--- config.mk ---
export PLATFORM = sky130hd
export DESIGN_NAME = sdta_front
export DESIGN_NICKNAME = d
export VERILOG_FILES = /design/src/design/sdta_pkg.sv /design/src/design/sdta_front.sv
export SDC_FILE = /design/constraint.sdc
export NUM_CORES = 1
export LEC_CHECK = 0
export ABC_AREA = 0
export BUFFER_PORTS_ARGS = -buffer_cell sky130_fd_sc_hd__buf_2
export CORE_MARGIN = 2
export CORE_UTILIZATION = 40
export DETAILED_ROUTE_END_ITERATION = 16
export PLACE_DENSITY = 0.66
export SYNTH_ARGS = -nofsm -noshare
export SYNTH_HDL_FRONTEND = slang
export SYNTH_SLANG_ARGS = --single-unit
--- constraint.sdc ---
create_clock -name clk -period 3.1 [get_ports clk]
set_input_delay 0.93 -clock clk [delete_from_list [all_inputs] [get_ports clk]]
set_output_delay 0.93 -clock clk [all_outputs]
set_load 0.005 [all_outputs]
--- src/design/sdta_pkg.sv ---
package sdta_pkg;

	// character codes
	localparam logic [7:0] ASCII_ZERO  = 8'h30;
	localparam logic [7:0] ASCII_MINUS = 8'h2D;

	// digit buffer geometry: a 32-bit magnitude has at most ten decimal digits
	localparam int MAX_DIGITS = 10;
	localparam int DIGIT_W    = 4;
	localparam int ND_W       = 4;

	// divide by ten: q = (x * RECIP_TEN) >> RECIP_SHIFT, exact for any 32-bit x
	localparam logic [31:0] RECIP_TEN   = 32'hCCCC_CCCD;
	localparam int          RECIP_SHIFT = 35;

	// one classified number waiting in the queue
	typedef struct packed {
		logic        neg;
		logic [31:0] mag;
	} item_t;

	// converted digits, least significant digit in entry 0
	typedef struct packed {
		logic                                neg;
		logic [ND_W-1:0]                     nd;
		logic [MAX_DIGITS-1:0][DIGIT_W-1:0] digits;
	} batch_t;

endpackage

--- src/design/sdta_front.sv ---
module sdta_front
	import sdta_pkg::*;
(
	input  logic        clk,
	input  logic        arst_n,
	input  logic        start,
	input  logic [31:0] value,
	output logic        busy,
	input  logic        q_full,
	output logic        q_push,
	output item_t       q_item
);

	logic  valid_s1;
	item_t item_s1;
	logic  accept;

	// stall only while a classified beat waits on a full queue
	assign busy   = valid_s1 && q_full;
	assign accept = start && !busy;
	assign q_push = valid_s1 && !q_full;
	assign q_item = item_s1;

	// hold the stage valid until the queue takes it
	always_ff @(posedge clk or negedge arst_n) begin
		if (!arst_n) begin
			valid_s1 <= 1'b0;
		end else if (accept) begin
			valid_s1 <= 1'b1;
		end else if (q_push) begin
			valid_s1 <= 1'b0;
		end
	end

	// split sign and unsigned magnitude; the most negative value maps to 2^31
	always_ff @(posedge clk) begin
		if (accept) begin
			item_s1.neg <= value[31];
			item_s1.mag <= value[31] ? (32'd0 - value) : value;
		end
	end

endmodule

# == Word-level counts from Yosys, hierarchy flattened ==
# Index checks and enable logic that the tools add are counted.
# Widths: inputs -> output; s select.
# totals
ff_bits,34
output_inout_bits,35
word_cells,14
# op_classes
addsub,1
mux,3
n_reduce_logical,6
# op_table
operator,n
$sub 1x32->32 const A,1
$mux 31,1
$logic_and 1x1->1,3
$logic_not 1->1,2
$mux 1,2
$reduce_bool 2->1,1

# == Logic depth before layout (Yosys ltp) ==
# Gate-level depths: netlist of the first run.
# depth
ltp_word,4
ltp_mapped,5

# == Worst setup path after synthesis of the first run ==
# OpenSTA, ideal clock, no wires.
# synth_path
path_kind,input port to flip-flop
from,input q_full
to,"register item_s1, in the netlist q_item[0] (enable)"
arrival_ns,2.609
t_required_ns,2.673
slack_ns,0.064
stages,2
n_path_buf,0
cell_sequence,and2_1 -> nor2b_1
# synth_between
elab_chain_cells,3
# synth_rtl
item,line,rtl
from (decl),sdta_front.sv:9,"input logic q_full,"
$logic_and 1x1->1,sdta_front.sv:19,assign busy = valid_s1 && q_full;
$logic_not 1->1,sdta_front.sv:20,assign accept = start && !busy;
$logic_and 1x1->1,sdta_front.sv:20,
named net accept,sdta_front.sv:16,logic accept;
to (decl),sdta_front.sv:15,item_t item_s1;
# The timed path passes the listed nets, and every way through them passes these cells.
# A chain may end at the register's enable or synchronous reset.

# == Worst setup path after layout of the first run ==
# layout_path
from,input q_full
to,output busy
# layout_between
elab_chain_cells,1
# layout_rtl
item,line,rtl
$logic_and 1x1->1,sdta_front.sv:19,
to (decl),sdta_front.sv:8,"output logic busy,"
# Every way passes these cells.

==> impl_metrics.yaml, run 1 <==
hold_path:
  hold_class: "input port to asynchronous set/reset pin"
setup_path:
  worstSetupPathType: "input port to primary output"
  arrival_ns: 1.39
  critPathRequiredTime_ns: 2.17
  setup.worst_path.end_class: "primary output"
  crit_path_start_kind: "input port"
  cp_max_fo: 3
cts:
  clockBufferDepth: 2
  path_clk_slew_ns: 0.06
  cts_tree: "built"
  clk_latency_ns: 0.29
  numCtsBuffers: 5
  cts_resized: 0
  htreeDepth: 2
  cts_hold_buf: 0
  clock-root-buffer: "clkbuf_8"
  cts_sinks: 34
  postCtsSetupBuffers: 0
power_and_ir_drop:
  ir_drop_v: 0.000195
  finalPower_mw: 1.03
  p_leak_nw: 0.868
  power_density_nw_per_um2: 446
floorplanning:
  rows: 24
  die_h_um: 71.3
  start_util_pct: 41.6
  fp.dieW_um: 71.3
  pin_count: 71
  core_um2: 4350
  dieArea_um2: 5080
yosys:
  synthFlopType: "edfxtp_1"
  postSynthCellCount: 135
  ys_seq_area_share_pct: 56.1
  async_flop_share_pct: 2.94
  synth_area_um2: 1810
  ys_warn_count: 0
  ys_types: 30
  synth-edff-count: 33
  syn-num-nets: 173
  ys_seq_elements: 34
  synth.avg_cell_area_um2: 13.4
route:
  firstDrtPassIters: 6
  drc: 0
  drt_iter0_drc: 95
  wl_per_cell_um: 14.5
  wirelength_um: 3810
  antenna_left: 0
  vias: 1357
  via_per_inst: 5.16
sta:
  period_needed_ns: 2.32
  final-setup-viol-count: 0
  maxSlewHeadroom_pct: 59.8
  worst_pin_slew_ns: 0.604
  holdWs_ns: 0.409
  slew_violations: 0
  grt_setup_unrepaired: "no"
  hold_violations: 0
  post-route-period-util_pct: 74.8
  tns_ns: 0
  finClkSkew_ns: 0.00647
  fmax_mhz: 431
place:
  place_hpwl_um: 2860
  placement.io_buffers: 70
  numPlacedInstances: 255
  post_dp_cell_area_um2: 2230
  place_congestion: 0.818
finish:
  final_cell_count_no_fill: 263
  final_cell_mix: "buf_2 (70), edfxtp_1 (33), xnor2_1 (29)"
  antennaDiodeCount: 0
  fin_nets: 248
  drive_gt1_share_pct: 43.1
  fin_area_um2: 2310
  area_growth_pct: 27.6
  nFillCells: 409
  final_common_cell: "buf_2"
status:
  status: "finished, final reports clean"
global_routing:
  grt_overflow_total: 0
  global_route.usage.total_pct: 16.1
  grt_start_max_net_pins: 34
  grt_pass1_wl_um: 6150
  antenna_found_initial: 0
  grt_pass1_vias: 1250
flow_run:
  drv_cap: 0
-- report_power, final --
| group | switching (mW) | internal (mW) | leakage (nW) | total (mW) |
|---|---|---|---|---|
| Combinational | 0.0898 | 0.0776 | 0.499 | 0.167 |
| Clock | 0.154 | 0.154 | 0.0426 | 0.308 |
| Sequential | 0.00745 | 0.548 | 0.326 | 0.556 |
-- flip-flops by register name, summed over array words and instances (netlist names) --
signal	cells
q_item	33
valid_s1	1
-- per-layer routing --
layer  GRT usage, %  share of wire [%]  vias up
li1               -                  -      667
met1           20.8                 43      629
met2           24.9                 47       54
met3           4.78                8.2        7
met4           7.55                2.0        0
met5              0                  0        -
-- synthesized netlist by cell type (2+ instances only) --
library cell | number | area share, %
edfxtp_1 | 33 | 55
xnor2_1 | 29 | 14
nand2_1 | 12 | 2.5
o31ai_1 | 10 | 4.1
o21ai_0 | 8 | 2.2
o41ai_2 | 6 | 5.4
nor2_1 | 5 | 1.0
buf_1 | 2 | 0.41
ha_1 | 2 | 1.4
inv_1 | 2 | 0.41
nor2b_1 | 2 | 0.69
nor3_1 | 2 | 0.55
nor4_1 | 2 | 0.69
nor4_4 | 2 | 2.3
or3_1 | 2 | 0.69
or4_1 | 2 | 0.83
-- final timing paths --
path	from	to	slack, ns	depth (start not counted)
max	q_full	busy	0.78	3
min	arst_n	valid_s1$_DFFE_PN0P_	0.41	1
max reg2reg	valid_s1$_DFFE_PN0P_	q_item[2]$_DFFE_PP_	1.67	3
min reg2reg	valid_s1$_DFFE_PN0P_	valid_s1$_DFFE_PN0P_	0.72	2
max in group asynchronous	arst_n	valid_s1$_DFFE_PN0P_	2.61	1
min in group clk	valid_s1$_DFFE_PN0P_	valid_s1$_DFFE_PN0P_	0.72	2
-- cell type report --
type	instances	area [um^2]	area share (%)
multi-input combinational	96	783	33.9
clock inverter	2	8.76	0.379
timing repair buffer	71	358	15.5
sequential	34	1020	44.0
inverter	2	7.51	0.325
tap	52	65.1	2.82
clock buffer	6	72.6	3.14
-- through the flow --
stage               worst slack (ns)  utilization, %
global route                   0.685            53.1
detailed placement             0.498            51.2
CTS                            0.779            53.1
floorplan                     0.0638               -
finish                         0.782            53.1
global placement               0.533            51.2
-- logic make-up (layout without fill, tap and decap cells) --
kind of cell             count (synthesis)  in the layout  share of synthesized area [%]
flip-flops                              34             34                           56.1
AND/OR/NAND/NOR                         39             39                           14.5
adder cells (fa/ha/maj)                  2              2                           1.38
AO/OA/AOI/OAI                           26             26                           12.9
buffers and inverters                    5             81                           1.04
XOR/XNOR                                29             29                           14.0
-- critical path, stage by stage --
cell,delay [ns]
buf_2,0.08
and2_1,0.22
buf_2,0.15
(Power assumes the default switching activity.)
==> run 2: changes to the inputs <==
clock period = 2.2 ns   (was 3.1 ns; I/O delays follow)
==> impl_metrics.yaml, run 2 (synthesis results as in run 1) <==
route:
  wl_per_cell_um: 14.2
  drc: 0
  vias: 1383
  firstDrtPassIters: 4
  wl_met2_um: 1880
  wirelength_um: 3870
  drt_iter0_drc: 125
  via_per_inst: 5.08
  wl_met1_um: 1590
  antenna_left: 0
  wl_met3_um: 309
  routed.top_layer: "met4"
sta:
  hold_violations: 0
  setup_slack_ns: 0.198
  final-setup-viol-count: 0
  maxSlewHeadroom_pct: 71.9
  fmax_mhz: 499
  finClkSkew_ns: 0.00456
  tns_ns: 0
  grt_setup_unrepaired: "no"
  slew_violations: 0
  period_needed_ns: 2.00
  holdWs_ns: 0.127
  post-route-period-util_pct: 91.0
  worst_pin_slew_ns: 0.421
status:
  status: "finished, final reports clean"
cts:
  clock-root-buffer: "clkbuf_8"
  numCtsBuffers: 5
  cts_resized: 0
  cts_hold_buf: 0
  clk_latency_ns: 0.29
  clockBufferDepth: 2
  path_clk_slew_ns: 0.07
  cts_sinks: 34
  cts_tree: "built"
  postCtsSetupBuffers: 0
  htreeDepth: 2
flow_run:
  drv_cap: 0
floorplanning:
  rows: 24
  core_um2: 4350
  fp.dieW_um: 71.3
  pin_count: 71
  die_h_um: 71.3
  start_util_pct: 41.6
  dieArea_um2: 5080
power_and_ir_drop:
  power_density_nw_per_um2: 630
  p_leak_nw: 0.917
  finalPower_mw: 1.51
  ir_drop_v: 0.000294
global_routing:
  grt_start_max_net_pins: 34
  antenna_found_initial: 0
  global_route.usage.total_pct: 16.0
  grt_overflow_total: 0
  grt_pass1_wl_um: 6240
  grt_pass1_vias: 1358
setup_path:
  crit_path_start_kind: "input port"
  cp_max_fo: 6
  crit_chain: "buf_2 > nor4_4 > buf_4 > nand4_2 > o41ai_2 > xnor2_1"
  critPathRequiredTime_ns: 2.23
  slowest_delay_ns: 0.43
  cpLargestDelayFamily: "simple AND/OR/NAND/NOR gates"
  worstSetupPathType: "input port to flop"
  crit_path_top_delay_cell: "o41ai_2"
  setup.worst_path.end_class: "flop"
  arrival_ns: 2.03
  critPathBufInv: 2
finish:
  area_growth_pct: 32.3
  drive_gt1_share_pct: 45.9
  fin_util_pct: 55.0
  nFillCells: 378
  final_cell_count_no_fill: 272
  final_common_cell: "buf_2"
  largest_reg_flops: 33
  final_cell_mix: "buf_2 (70), edfxtp_1 (33), xnor2_1 (29)"
  antennaDiodeCount: 0
  fin_nets: 257
  fin_area_um2: 2400
hold_path:
  hold_class: "input port to asynchronous set/reset pin"
place:
  placement.io_buffers: 70
  post_dp_cell_area_um2: 2300
  pre_cts_ws_ns: -0.0807
  place_congestion: 0.777
  place_hpwl_um: 2810
  numPlacedInstances: 264
## run 2: layout make-up
class,instances,area (um^2),area share (%)
Timing Repair Buffer,80,438,18.3
Clock inverter,1,5.00,0.209
Clock buffer,7,86.3,3.60
Tap cell,52,65.1,2.72
Inverter,2,7.51,0.313
Sequential cell,34,1020,42.4
Multi-Input combinational cell,96,778,32.5
## run 2: report_power, final
part	switching (mW)	leakage [nW]	internal, mW
logic	0.126	0.543	0.118
clock network	0.232	0.0482	0.253
registers	0.00994	0.326	0.772
total	0.368	0.917	1.14
## run 2: worst register-to-register path, stage by stage, from the launching register on
cell and delay [ns]:
dfrtp_1 0.37, and2_1 0.16, nor2b_2 0.16, buf_12 0.23
## run 2: final timing paths
kind,startpoint,slack (ns),cells after the start,endpoint
setup / recovery,value[5],0.20,6,q_item[28]$_DFFE_PP_
hold / removal,arst_n,0.13,1,valid_s1$_DFFE_PN0P_
setup reg to reg,valid_s1$_DFFE_PN0P_,0.96,3,q_item[23]$_DFFE_PP_
hold reg to reg,valid_s1$_DFFE_PN0P_,0.65,2,valid_s1$_DFFE_PN0P_
max in group asynchronous,arst_n,1.99,1,valid_s1$_DFFE_PN0P_
min in group clk,start,0.57,2,valid_s1$_DFFE_PN0P_
## run 2: metal layers
layer	vias up	global-route usage [%]
li1	688	-
met1	625	19.0
met2	58	25.4
met3	12	6.05
met4	0	8.39
met5	-	0
