### config.mk
export PLATFORM = sky130hd
export DESIGN_NAME = sdta_fifo
export DESIGN_NICKNAME = d
export VERILOG_FILES = /design/src/design/sdta_pkg.sv /design/src/design/sdta_fifo.sv
export SDC_FILE = /design/constraint.sdc
export NUM_CORES = 1
export LEC_CHECK = 0
export BUFFER_PORTS_ARGS = -buffer_cell sky130_fd_sc_hd__buf_2
export CAP_MARGIN = 15
export CELL_PAD_IN_SITES_DETAIL_PLACEMENT = 1
export CELL_PAD_IN_SITES_GLOBAL_PLACEMENT = 1
export CORE_ASPECT_RATIO = 0.75
export CORE_MARGIN = 2
export CORE_UTILIZATION = 40
export DETAILED_ROUTE_END_ITERATION = 8
export GPL_ROUTABILITY_DRIVEN = 0
export HOLD_SLACK_MARGIN = 0.1
export PLACE_DENSITY_LB_ADDON = 0.3
export SETUP_SLACK_MARGIN = 0.4
export SLEW_MARGIN = 30
export SYNTH_ARGS = -nofsm -noshare
export SYNTH_HDL_FRONTEND = slang
export SYNTH_SLANG_ARGS = --single-unit
export TNS_END_PERCENT = 20
### constraint.sdc
create_clock -name clk -period 3.2 [get_ports clk]
set_input_delay 0.32 -clock clk [delete_from_list [all_inputs] [get_ports clk]]
set_output_delay 0.32 -clock clk [all_outputs]
set_load 0.01 [all_outputs]
### src/design/sdta_pkg.sv
package sdta_pkg;

	// character codes
	localparam logic [7:0] ASCII_ZERO  = 8'h30;
	localparam logic [7:0] ASCII_MINUS = 8'h2D;

	// digit buffer geometry: a 32-bit magnitude has at most ten decimal digits
	localparam int MAX_DIGITS = 10;
	localparam int DIGIT_W    = 4;
	localparam int ND_W       = 4;

	// divide by ten: q = (x * RECIP_TEN) >> RECIP_SHIFT, exact for any 32-bit x
	localparam logic [31:0] RECIP_TEN   = 32'hCCCC_CCCD;
	localparam int          RECIP_SHIFT = 35;

	// one classified number waiting in the queue
	typedef struct packed {
		logic        neg;
		logic [31:0] mag;
	} item_t;

	// converted digits, least significant digit in entry 0
	typedef struct packed {
		logic                                neg;
		logic [ND_W-1:0]                     nd;
		logic [MAX_DIGITS-1:0][DIGIT_W-1:0] digits;
	} batch_t;

endpackage

### src/design/sdta_fifo.sv
module sdta_fifo
	import sdta_pkg::*;
#(
	parameter int DEPTH = 2
) (
	input  logic  clk,
	input  logic  arst_n,
	input  logic  push,
	input  item_t wr_item,
	output logic  full,
	input  logic  pop,
	output logic  valid,
	output item_t head
);

	localparam int AW = (DEPTH > 1) ? $clog2(DEPTH) : 1;
	localparam int CW = $clog2(DEPTH + 1);

	item_t         mem_q [DEPTH];
	logic [AW-1:0] wr_ptr_q;
	logic [AW-1:0] rd_ptr_q;
	logic [CW-1:0] count_q;

	assign full  = (count_q == CW'(DEPTH));
	assign valid = (count_q != '0);
	assign head  = mem_q[rd_ptr_q];

	// advance pointers and occupancy
	always_ff @(posedge clk or negedge arst_n) begin
		if (!arst_n) begin
			wr_ptr_q <= '0;
			rd_ptr_q <= '0;
			count_q  <= '0;
		end else begin
			if (push) begin
				wr_ptr_q <= (wr_ptr_q == AW'(DEPTH - 1)) ? '0 : wr_ptr_q + 1'b1;
			end
			if (pop) begin
				rd_ptr_q <= (rd_ptr_q == AW'(DEPTH - 1)) ? '0 : rd_ptr_q + 1'b1;
			end
			if (push && !pop) begin
				count_q <= count_q + 1'b1;
			end else if (pop && !push) begin
				count_q <= count_q - 1'b1;
			end
		end
	end

	// store the incoming beat
	always_ff @(posedge clk) begin
		if (push) begin
			mem_q[wr_ptr_q] <= wr_item;
		end
	end

endmodule

== Word level (Yosys, flattened, before mapping) ==
Memories as Yosys holds them, arrays and structs flattened.
Cells that the tools add are included.

* Add/subtract/negate cells: 4
* Reductions and logical operators: 6
* Equal/unequal tests: 1
* Mux-type cells: 6

{| class="wikitable"
|+ Operators with widths
! kind !! number
|-
| 1-bit two-way mux || 4
|-
| 2-bit two-way mux || 2
|-
| 2-bit nonzero test || 2
|-
| 1-bit adder (second input constant) || 2
|-
| 2-bit by 1-bit adder with 2-bit output (second input constant) || 1
|-
| 2-bit equality test (second input constant) || 1
|-
| 1-bit logical AND || 2
|-
| 1-bit logical NOT || 2
|-
| 2-bit by 1-bit subtractor with 2-bit output (second input constant) || 1
|}

* Bits in writable memories: 66
* Input bits: 37
* Register bits after elaboration: 4
* Memories kept: 1
* Output and inout port bits: 35
* Logic and storage cells: 21

{| class="wikitable"
|+ Memory list
! name !! words !! width !! rd ports !! clocked after memory_dff !! write ports !! RTL line !! source
|-
| mem_q || 2 || 33 || 1 || 0 || 1 || sdta_fifo.sv:19 || <nowiki>item_t mem_q [DEPTH];</nowiki>
|}

== Longest topological paths before layout ==
Gate-level depths: netlist of the first run.

* Depth after elaboration: 4
* Gate-level depth with buffers: 5
* Gate-level depth less buffers: 5

== Least setup slack after synthesis of the first run ==
Ideal clock, no wire load.

* Path kind: register -> register
* From: reg wr_ptr_q
* To: mem mem_q[0][0] (netlist name), enable pin
* Data arrival time: 1.886 ns
* Stages on the path, launching flop included: 2
* Required time: 2.773 ns
* Setup time: 0.427 ns
* Clock period less this slack: 2.313 ns
* Setup slack: 0.887 ns
* Buffers on the path: 0
* Cells stage by stage: dfrtp_1 nor2b_1

{| class="wikitable"
|+ RTL lines
! element !! RTL line !! source
|-
| start, declared || sdta_fifo.sv:20 || <nowiki>logic [AW-1:0] wr_ptr_q;</nowiki>
|-
| start signal, assigned || sdta_fifo.sv:36 || <nowiki>wr_ptr_q <= (wr_ptr_q == AW'(DEPTH - 1)) ? '0 : wr_ptr_q + 1'b1;</nowiki>
|-
| end, declared || sdta_fifo.sv:19 ||
|}

Straight into the memory's write port.

==> results.ini, run 1 <==
[layout]
diodes=0
final_common_cell=buf_2
drive_above_1_share=0.600
fillers=621
nets=238
layout_common_cells=buf_2 (71), edfxtp_1 (66), mux2_4 (29)
fin_area_um2=3340
syn_to_final_growth_pct=22.7

[critical_path]
crit_type=reg2out
cp_data_arrival_time_ps=2020
critical_path.top_delay_family=flip-flops
crit_chain=buf_4, mux2_2, buf_2
path_max_fanout=19
cp-end-kind=output port
timing.rr.start=wr_ptr_q
critPathBufInv=2
reg2regPathDepth=1
crit_required_ps=2880
critPathLaunchType=flop
r2r_slack_ps=1650
max_stage_delay_ps=750
critPathSlowestCell=dfrtp_2
r2r_end=mem_q[1][21]

[detailed_routing]
wl_met2_um=2370
final_antenna_net_count=0
routed_wl_um=4620
viasPerCell=4.63
via_count=1337
firstDrtPassIters=3
top_layer=met4
wl_met3_um=358
first_iter_violations=50
wl_per_cell_um=16.0
wl_met1_um=1820
route.detailed.drc=0

[cts]
clock-sinks=70
clockBufferDepth=2
clkLatencyLatePin_ps=330
cts_root_buf=clkbuf_8
ctsHtreeMaxLevel=3
cts_made_buffers=9
postCtsSetupBuffers=0
path_clk_slew_ps=70
cts_tree=built

[global_routing]
grt_max_degree=34
grt_pass1_wl_um=7400
overflow=0
antenna_found_initial=0
grt_pass1_vias=1456
grt_usage=0.136

[timing]
clock.fmax_mhz=427
rsz0062_at_grt=no
timing_hold_violations_final=0
finalSetupTns_ps=0
finalCritPeriodShare=0.731
slew_headroom=0.441
worstMarginPinSlew_ps=839
whs_ps=180
finClkSkew_ps=5.89
drv_slew=0
setup_viol=0
finalCriticalPeriod_ps=2340

[die]
coreArea_um2=6700
die_y_um=75.5
initial_core_util=0.406
die_w_um=99.3
io_pins=72
die_area_um2=7490
core.rowCount=26

[status]
status=finished, final reports clean

[logic_synthesis]
synth.distinct_cells=14
synthCells=119
seq_area_frac_synth=0.765
syn_avg_cell_area_um2=22.9
yosys_warnings=0
ys_ff_latch=70
synthesis.area_um2=2720
syn_nets=157

[hold_path]
min_to=mem_q[1][31]
hold_start=wr_item[31]
holdPathStages=1
min_path_type=in2reg

[job]
maxCapViolCount=0

[pwr]
ir_drop_mv=0.393
p_leak_nw=1.36
power.density_nw_per_um2=847
total_power_mw=2.83

[place]
hpwl_um=3130
placed_area_um2=3130
io_buffers=71

[through the flow]
stage	utilization	instances	setup WS, ps
CTS	0.494	288	827
detailed placement	0.467	271	1190
global route	0.498	289	747
global placement	0.467	271	1250
floorplan	-	119	887
finish	0.498	289	859
[routing by layer]
metal  vias to the layer above  track usage
li1                        619            -
met1                       660        0.156
met2                        49        0.234
met3                         9       0.0569
met4                         0       0.0502
met5                         -            0
[worst max path at each step]
stage	startpoint	cells past startpoint	slack, ps	to
6_report	rd_ptr_q	3	860	head[17]
2_1_floorplan	wr_ptr_q	1	890	mem_q[0][0]
3_5_place_dp	rd_ptr_q	3	1190	head[17]
3_3_place_gp	rd_ptr_q	3	1250	head[17]
4_1_cts	rd_ptr_q	3	830	head[17]
5_1_grt	rd_ptr_q	3	750	head[17]
[power by group]
group	leakage, nW	switching, mW	internal [mW]	total, mW
clock	0.0905	0.285	0.322	0.607
sequential	0.665	0.126	1.22	1.35
combinational	0.605	0.391	0.480	0.872
total	1.36	0.802	2.02	2.83
[what timing repair did]
item	CTS	global route
gates resized for setup	0	0
hold endpoints to repair	4	0
hold buffers	1	0
[registers in the layout (all words and copies together) (netlist names)]
register / cells
count_q: 2
rd_ptr_q: 1
wr_ptr_q: 1
mem_q: 66
[final cells by class]
cell class,count,area (um^2),share of cell area
Sequential cell,70,2080,0.624
Inverter,1,3.75,0.00112
Clock inverter,2,10.0,0.00300
Multi-Input combinational cell,44,574,0.172
Clock buffer,14,163,0.0487
Timing Repair Buffer,74,400,0.120
Tap cell,84,105,0.0315
[cells in the mapped netlist]
cell type	instances	share of area
and2_1	1	0.0023
buf_12	3	0.022
buf_6	1	0.0041
dfrtp_1	4	0.037
edfxtp_1	66	0.73
ha_1	1	0.0046
inv_1	1	0.0014
mux2_2	4	0.017
mux2_4	29	0.16
nor2_1	1	0.0014
nor2b_1	2	0.0046
or2_2	1	0.0023
xnor2_1	1	0.0032
xor2_1	4	0.013
[cells by family (layout without fill, tap and decap cells)]
kind of cell	Yosys count	in the layout	share of synthesized area
xor gates and xnor gates	5	5	0.0161
adders and majority gates	1	1	0.00459
buffers and inverters	5	91	0.0276
DFF	70	70	0.765
muxes	33	33	0.176
and+or+nand+nor	5	5	0.0106
(Power assumes the default switching activity.)
==> inputs of run 2 (changes only) <==
- clock period: 3.2 -> 2.05 ns (I/O delays scaled with it)
==> run 2 against run 1 <==
Non-clock buffer count increased by 38. Global-route usage increased by 1.1 points. Combinational power rose by 87%. First-iteration DRC count decreased by 12%. Cell area is 12% higher. Critical path depth did not move. Die area did not move. Sequential power grew 50%. Register-to-register slack worse by 980 ps. Clock skew down 2.3 ps. Flip-flop and latch count stayed put.
==> results.ini, run 2 (same netlist as run 1, synthesis figures left out) <==
[timing]
finalCritPeriodShare=0.814
finalCriticalPeriod_ps=1670
finalSetupTns_ps=0  ; unchanged
setup_viol=0  ; unchanged
finClkSkew_ps=3.59  ; -2.30 ps
worstMarginPinSlew_ps=391  ; -448 ps
clock.fmax_mhz=599
rsz0062_at_grt=yes
drv_slew=0  ; unchanged
slew_headroom=0.739  ; +0.299
timing_hold_violations_final=0  ; unchanged

[detailed_routing]
wl_met3_um=454  ; +27%
final_antenna_net_count=0  ; unchanged
route.detailed.drc=0  ; unchanged
via_count=1471  ; +10%
wl_met2_um=2560  ; +7.9%
wl_per_cell_um=16.1  ; +0.65%
viasPerCell=4.50  ; -2.8%
firstDrtPassIters=4  ; +1
wl_met1_um=2180  ; +19%
first_iter_violations=44  ; -12%
routed_wl_um=5270  ; +14%
top_layer=met4

[hold_path]
min_path_type=in2async

[layout]
fin_area_um2=3730  ; +12%
diodes=0  ; unchanged
top_register=mem_q
top_regs=mem_q x66, count_q x2
final_common_cell=buf_2
syn_to_final_growth_pct=37.1
drive_above_1_share=0.519  ; -0.0815
layout_common_cells=buf_2 (71), edfxtp_1 (66), dlygate4sd3_1 (36)
largest_reg_flops=66  ; unchanged
nets=276  ; +16%
fillers=632  ; +1.8%

[critical_path]
critPathBufInv=2  ; unchanged
max_stage_delay_ps=450  ; -300 ps
crit_type=reg2out
critical_path.top_delay_family=flip-flops
r2r_slack_ps=670  ; -980 ps
cp_data_arrival_time_ps=1460  ; -560 ps
path_max_fanout=13  ; -6
cp-end-kind=output port
critPathLaunchType=flop
crit_chain=buf_12, mux2_2, buf_2
crit_required_ps=1850  ; -1030 ps
critPathSlowestCell=dfrtp_2

[job]
maxCapViolCount=0  ; unchanged

[cts]
clkLatencyLatePin_ps=330  ; about the same
clock-sinks=70  ; unchanged
cts_made_buffers=9  ; unchanged
cts_root_buf=clkbuf_8
path_clk_slew_ps=70  ; about the same
postCtsSetupBuffers=0  ; unchanged
clockBufferDepth=2  ; unchanged
ctsHtreeMaxLevel=3  ; unchanged
cts_tree=built

[global_routing]
grt_pass1_wl_um=7980  ; +7.8%
grt_pass1_vias=1621  ; +11%
grt_max_degree=28  ; -18%
grt_usage=0.147  ; +0.0114
overflow=0  ; unchanged
antenna_found_initial=0  ; unchanged

[die]
initial_core_util=0.406  ; unchanged
core.rowCount=26  ; unchanged
die_y_um=75.5  ; unchanged
io_pins=72  ; unchanged
coreArea_um2=6700  ; unchanged
die_area_um2=7490  ; unchanged
die_w_um=99.3  ; unchanged

[pwr]
ir_drop_mv=0.534  ; +36%
power.density_nw_per_um2=1220  ; +44%
p_leak_nw=1.53  ; +13%

[status]
status=finished, final reports clean

[place]
placed_area_um2=3180  ; +1.5%
hpwl_um=3550  ; +13%
io_buffers=71  ; unchanged

[run 2: cell count changes in the layout (fill, tap and decap cells not counted), sizes merged]
cell and delta:
dlygate4sd3 +35, clkbuf -3, buf +2, clkinv +4
[run 2: worst paths after layout]
check / start / to / cells past startpoint
max reg2reg: wr_ptr_q / mem_q[1][3] / 2
min in group clk: count_q[1] / count_q[1] / 1
min reg2reg: count_q[1] / count_q[1] / 1
max: rd_ptr_q / head[13] / 3
max in group asynchronous: arst_n / rd_ptr_q / 2
min: arst_n / count_q[0] / 2
[run 2: repair_timing]
| action | 4_1_cts | 5_1_grt |
|---|---|---|
| endpoints found under the hold margin | 72 | 0 |
| hold buffers | 36 | 0 |
| cloned | 0 | 1 |
| endpoints found under the setup margin | 25 | 31 |
| resized for setup | 3 | 1 |
[run 2: layout make-up]
type | instances | area [um^2] | area share
Timing Repair Buffer | 112 | 812 | 0.217
Sequential cell | 70 | 2080 | 0.558
Clock inverter | 6 | 28.8 | 0.00771
Multi-Input combinational cell | 44 | 573 | 0.153
Tap cell | 84 | 105 | 0.0282
Inverter | 1 | 3.75 | 0.00101
Clock buffer | 10 | 128 | 0.0342
[run 2: worst register-to-register path: cells and delay by family, from the launching register on]
| kind | cells | cell delay, ps |
|---|---|---|
| buf+inv | 1 | 250 |
| simple gates | 1 | 400 |
| flops | 1 | 420 |
[run 2: metal layers]
layer | global-route usage | up-vias
met1 | 0.163 | 706
met2 | 0.256 | 58
met5 | 0 | -
li1 | - | 696
met3 | 0.0679 | 11
met4 | 0.0548 | 0
[run 2: power by group]
part	total [mW]	switching (mW)	internal, mW
combinational	1.63	0.741	0.889
clock	0.884	0.460	0.423
sequential	2.03	0.122	1.91
[run 2: per-stage QoR]
stage                      util  setup slack [ps]  hold WS (ps)  power, mW  instances
after floorplan               -               414         -90.6       3.14        119
after global placement    0.474               601          18.1       3.49        274
after global routing      0.557               342           208       4.78        327
final                     0.557               382           200       4.54        327
after CTS                 0.553               365           181       4.55        326
after detailed placement  0.474               557          17.7       3.57        274
==> inputs of run 3 (changes only) <==
- clock period: 2.05 -> 1.6 ns (I/O delays scaled with it)
==> run 3 against run 2 <==
Global-route usage rose by 1.0 points. Largest power group is now combinational logic. Die area did not move. Largest cell class unchanged. Clock power rose by 23%. Critical path type unchanged. Critical endpoint is now head[10].
==> results.ini, run 3 (same netlist as run 1, synthesis figures left out) <==
[status]
status=finished, final reports clean

[global_routing]
use_met1=0.187  ; +0.0244
grt_pass1_wl_um=8490  ; +6.3%
antenna_found_initial=0  ; unchanged
grt_busiest_layer=met2
grt_usage=0.157  ; +0.0101
grt_use_met3=0.0560  ; -0.0119
grt_max_degree=29  ; +3.6%
overflow=0  ; unchanged
use_met2=0.270  ; +0.0143
grt_pass1_vias=1681  ; +3.7%

[layout]
diodes=0  ; unchanged
regArea_um2=2090  ; +0.12%
finalNonFillerCells=325  ; -0.61%
multi_input_area_um2=616  ; +7.4%
fin_util=0.594  ; +0.0366
nets=276  ; unchanged
fin_area_um2=3980  ; +6.6%
drive_above_1_share=0.535  ; +0.0168
syn_to_final_growth_pct=46.1
top_regs=mem_q x66, count_q x2
final_common_cell=edfxtp_1
largest_reg_flops=66  ; unchanged
top_register=mem_q
fillers=612  ; -3.2%
layout_common_cells=edfxtp_1 (66), buf_2 (38), dlygate4sd3_1 (35)

[job]
maxCapViolCount=0  ; unchanged

[place]
place_ws_ps=335  ; -222 ps
dp.cells=275  ; +0.36%
placed_area_um2=3220  ; +1.5%
io_buffers=71  ; unchanged

[detailed_routing]
wl_per_cell_um=16.6  ; +3.0%
viasPerCell=4.62  ; +2.7%
routed_wl_um=5390  ; +2.4%
first_iter_violations=36  ; -18%
via_count=1501  ; +2.0%
final_antenna_net_count=0  ; unchanged
route.detailed.drc=0  ; unchanged
firstDrtPassIters=4  ; unchanged

[timing]
finClkSkew_ps=3.52  ; -0.0658 ps
finalCriticalPeriod_ps=1570
timing_hold_violations_final=0  ; unchanged
whs_ps=172  ; -28.0 ps
setup_viol=0  ; unchanged
worstMarginPinSlew_ps=311  ; -79.8 ps
rsz0062_at_grt=yes
drv_slew=0  ; unchanged
clock.fmax_mhz=637
final.setup.worst_slack_ps=29.6  ; -352 ps
finalCritPeriodShare=0.982
slew_headroom=0.792  ; +0.0528

[cts]
path_clk_slew_ps=60  ; about the same
clockBufferDepth=2  ; unchanged
cts_tree=built
clock-sinks=70  ; unchanged
cts_root_buf=clkbuf_8
cts_made_buffers=9  ; unchanged
ctsHtreeMaxLevel=3  ; unchanged
postCtsSetupBuffers=0  ; unchanged
clkLatencyLatePin_ps=330  ; about the same

[critical_path]
path_max_fanout=17  ; +4
critPathLaunchType=flop
max_stage_delay_ps=440  ; about the same
critical_path.top_delay_family=flip-flops
crit_chain=buf_12, mux2_4, buf_6
critPathSlowestCell=dfrtp_2
crit_required_ps=1440  ; -410 ps
cp_data_arrival_time_ps=1410  ; -50 ps
cp-end-kind=output port
critPathBufInv=2  ; unchanged
crit_type=reg2out

[die]
io_pins=72  ; unchanged
coreArea_um2=6700  ; unchanged
die_y_um=75.5  ; unchanged
core.rowCount=26  ; unchanged
initial_core_util=0.406  ; unchanged
die_area_um2=7490  ; unchanged
die_w_um=99.3  ; unchanged

[pwr]
power.density_nw_per_um2=1590  ; +31%
ir_drop_mv=0.985  ; +85%
p_leak_nw=1.62  ; +5.5%

[hold_path]
min_path_type=in2async

run 3: worst register-to-register path, cell delays in order (launching register included):
cell and delay, ps:
dfrtp_2 440, nor2b_4 300, buf_12 200
run 3: through the flow:
step | TNS [ps] | power, mW
CTS | -5.78 | 6.33
global route | -15.5 | 6.66
finish | 0 | 6.33
detailed placement | 0 | 4.68
global placement | 0 | 4.59
floorplan | 0 | 4.02
run 3: final cells by class:
cell class | count | share of cell area
Multi-Input combinational cell | 44 | 0.155
Clock buffer | 10 | 0.0321
Inverter | 1 | 0.000943
Tap cell | 84 | 0.0264
Clock inverter | 4 | 0.00409
Sequential cell | 70 | 0.524
Timing Repair Buffer | 112 | 0.258
run 3: report_power, final:
part	internal (mW)	switching, mW	total (mW)	leakage [nW]
logic	1.58	1.06	2.64	0.878
clock network	0.526	0.567	1.09	0.0745
registers	2.45	0.157	2.61	0.663
total	4.56	1.78	6.33	1.62
run 3: final timing paths:
| check | slack, ps | cells past startpoint | startpoint | endpoint |
|---|---|---|---|---|
| setup / recovery | 30 | 3 | rd_ptr_q | head[10] |
| hold / removal | 170 | 2 | arst_n | wr_ptr_q |
| setup reg to reg | 370 | 2 | wr_ptr_q | mem_q[0][6] |
| max in group asynchronous | 1290 | 2 | arst_n | count_q[0] |
| min in group clk | 210 | 3 | pop | rd_ptr_q |
| hold reg to reg | 500 | 1 | count_q[1] | count_q[1] |
run 3: layer usage:
layer | vias to the layer above | routed length (um)
met5 | - | 0
met4 | 0 | 77
met3 | 7 | 357
met2 | 60 | 2670
met1 | 741 | 2290
li1 | 693 | -
run 3: timing repair:
item,CTS,global route
endpoints found under the setup margin,91,92
hold buffers,36,0
pin swaps,2,2
endpoints found under the hold margin,72,0
resized for setup,35,12
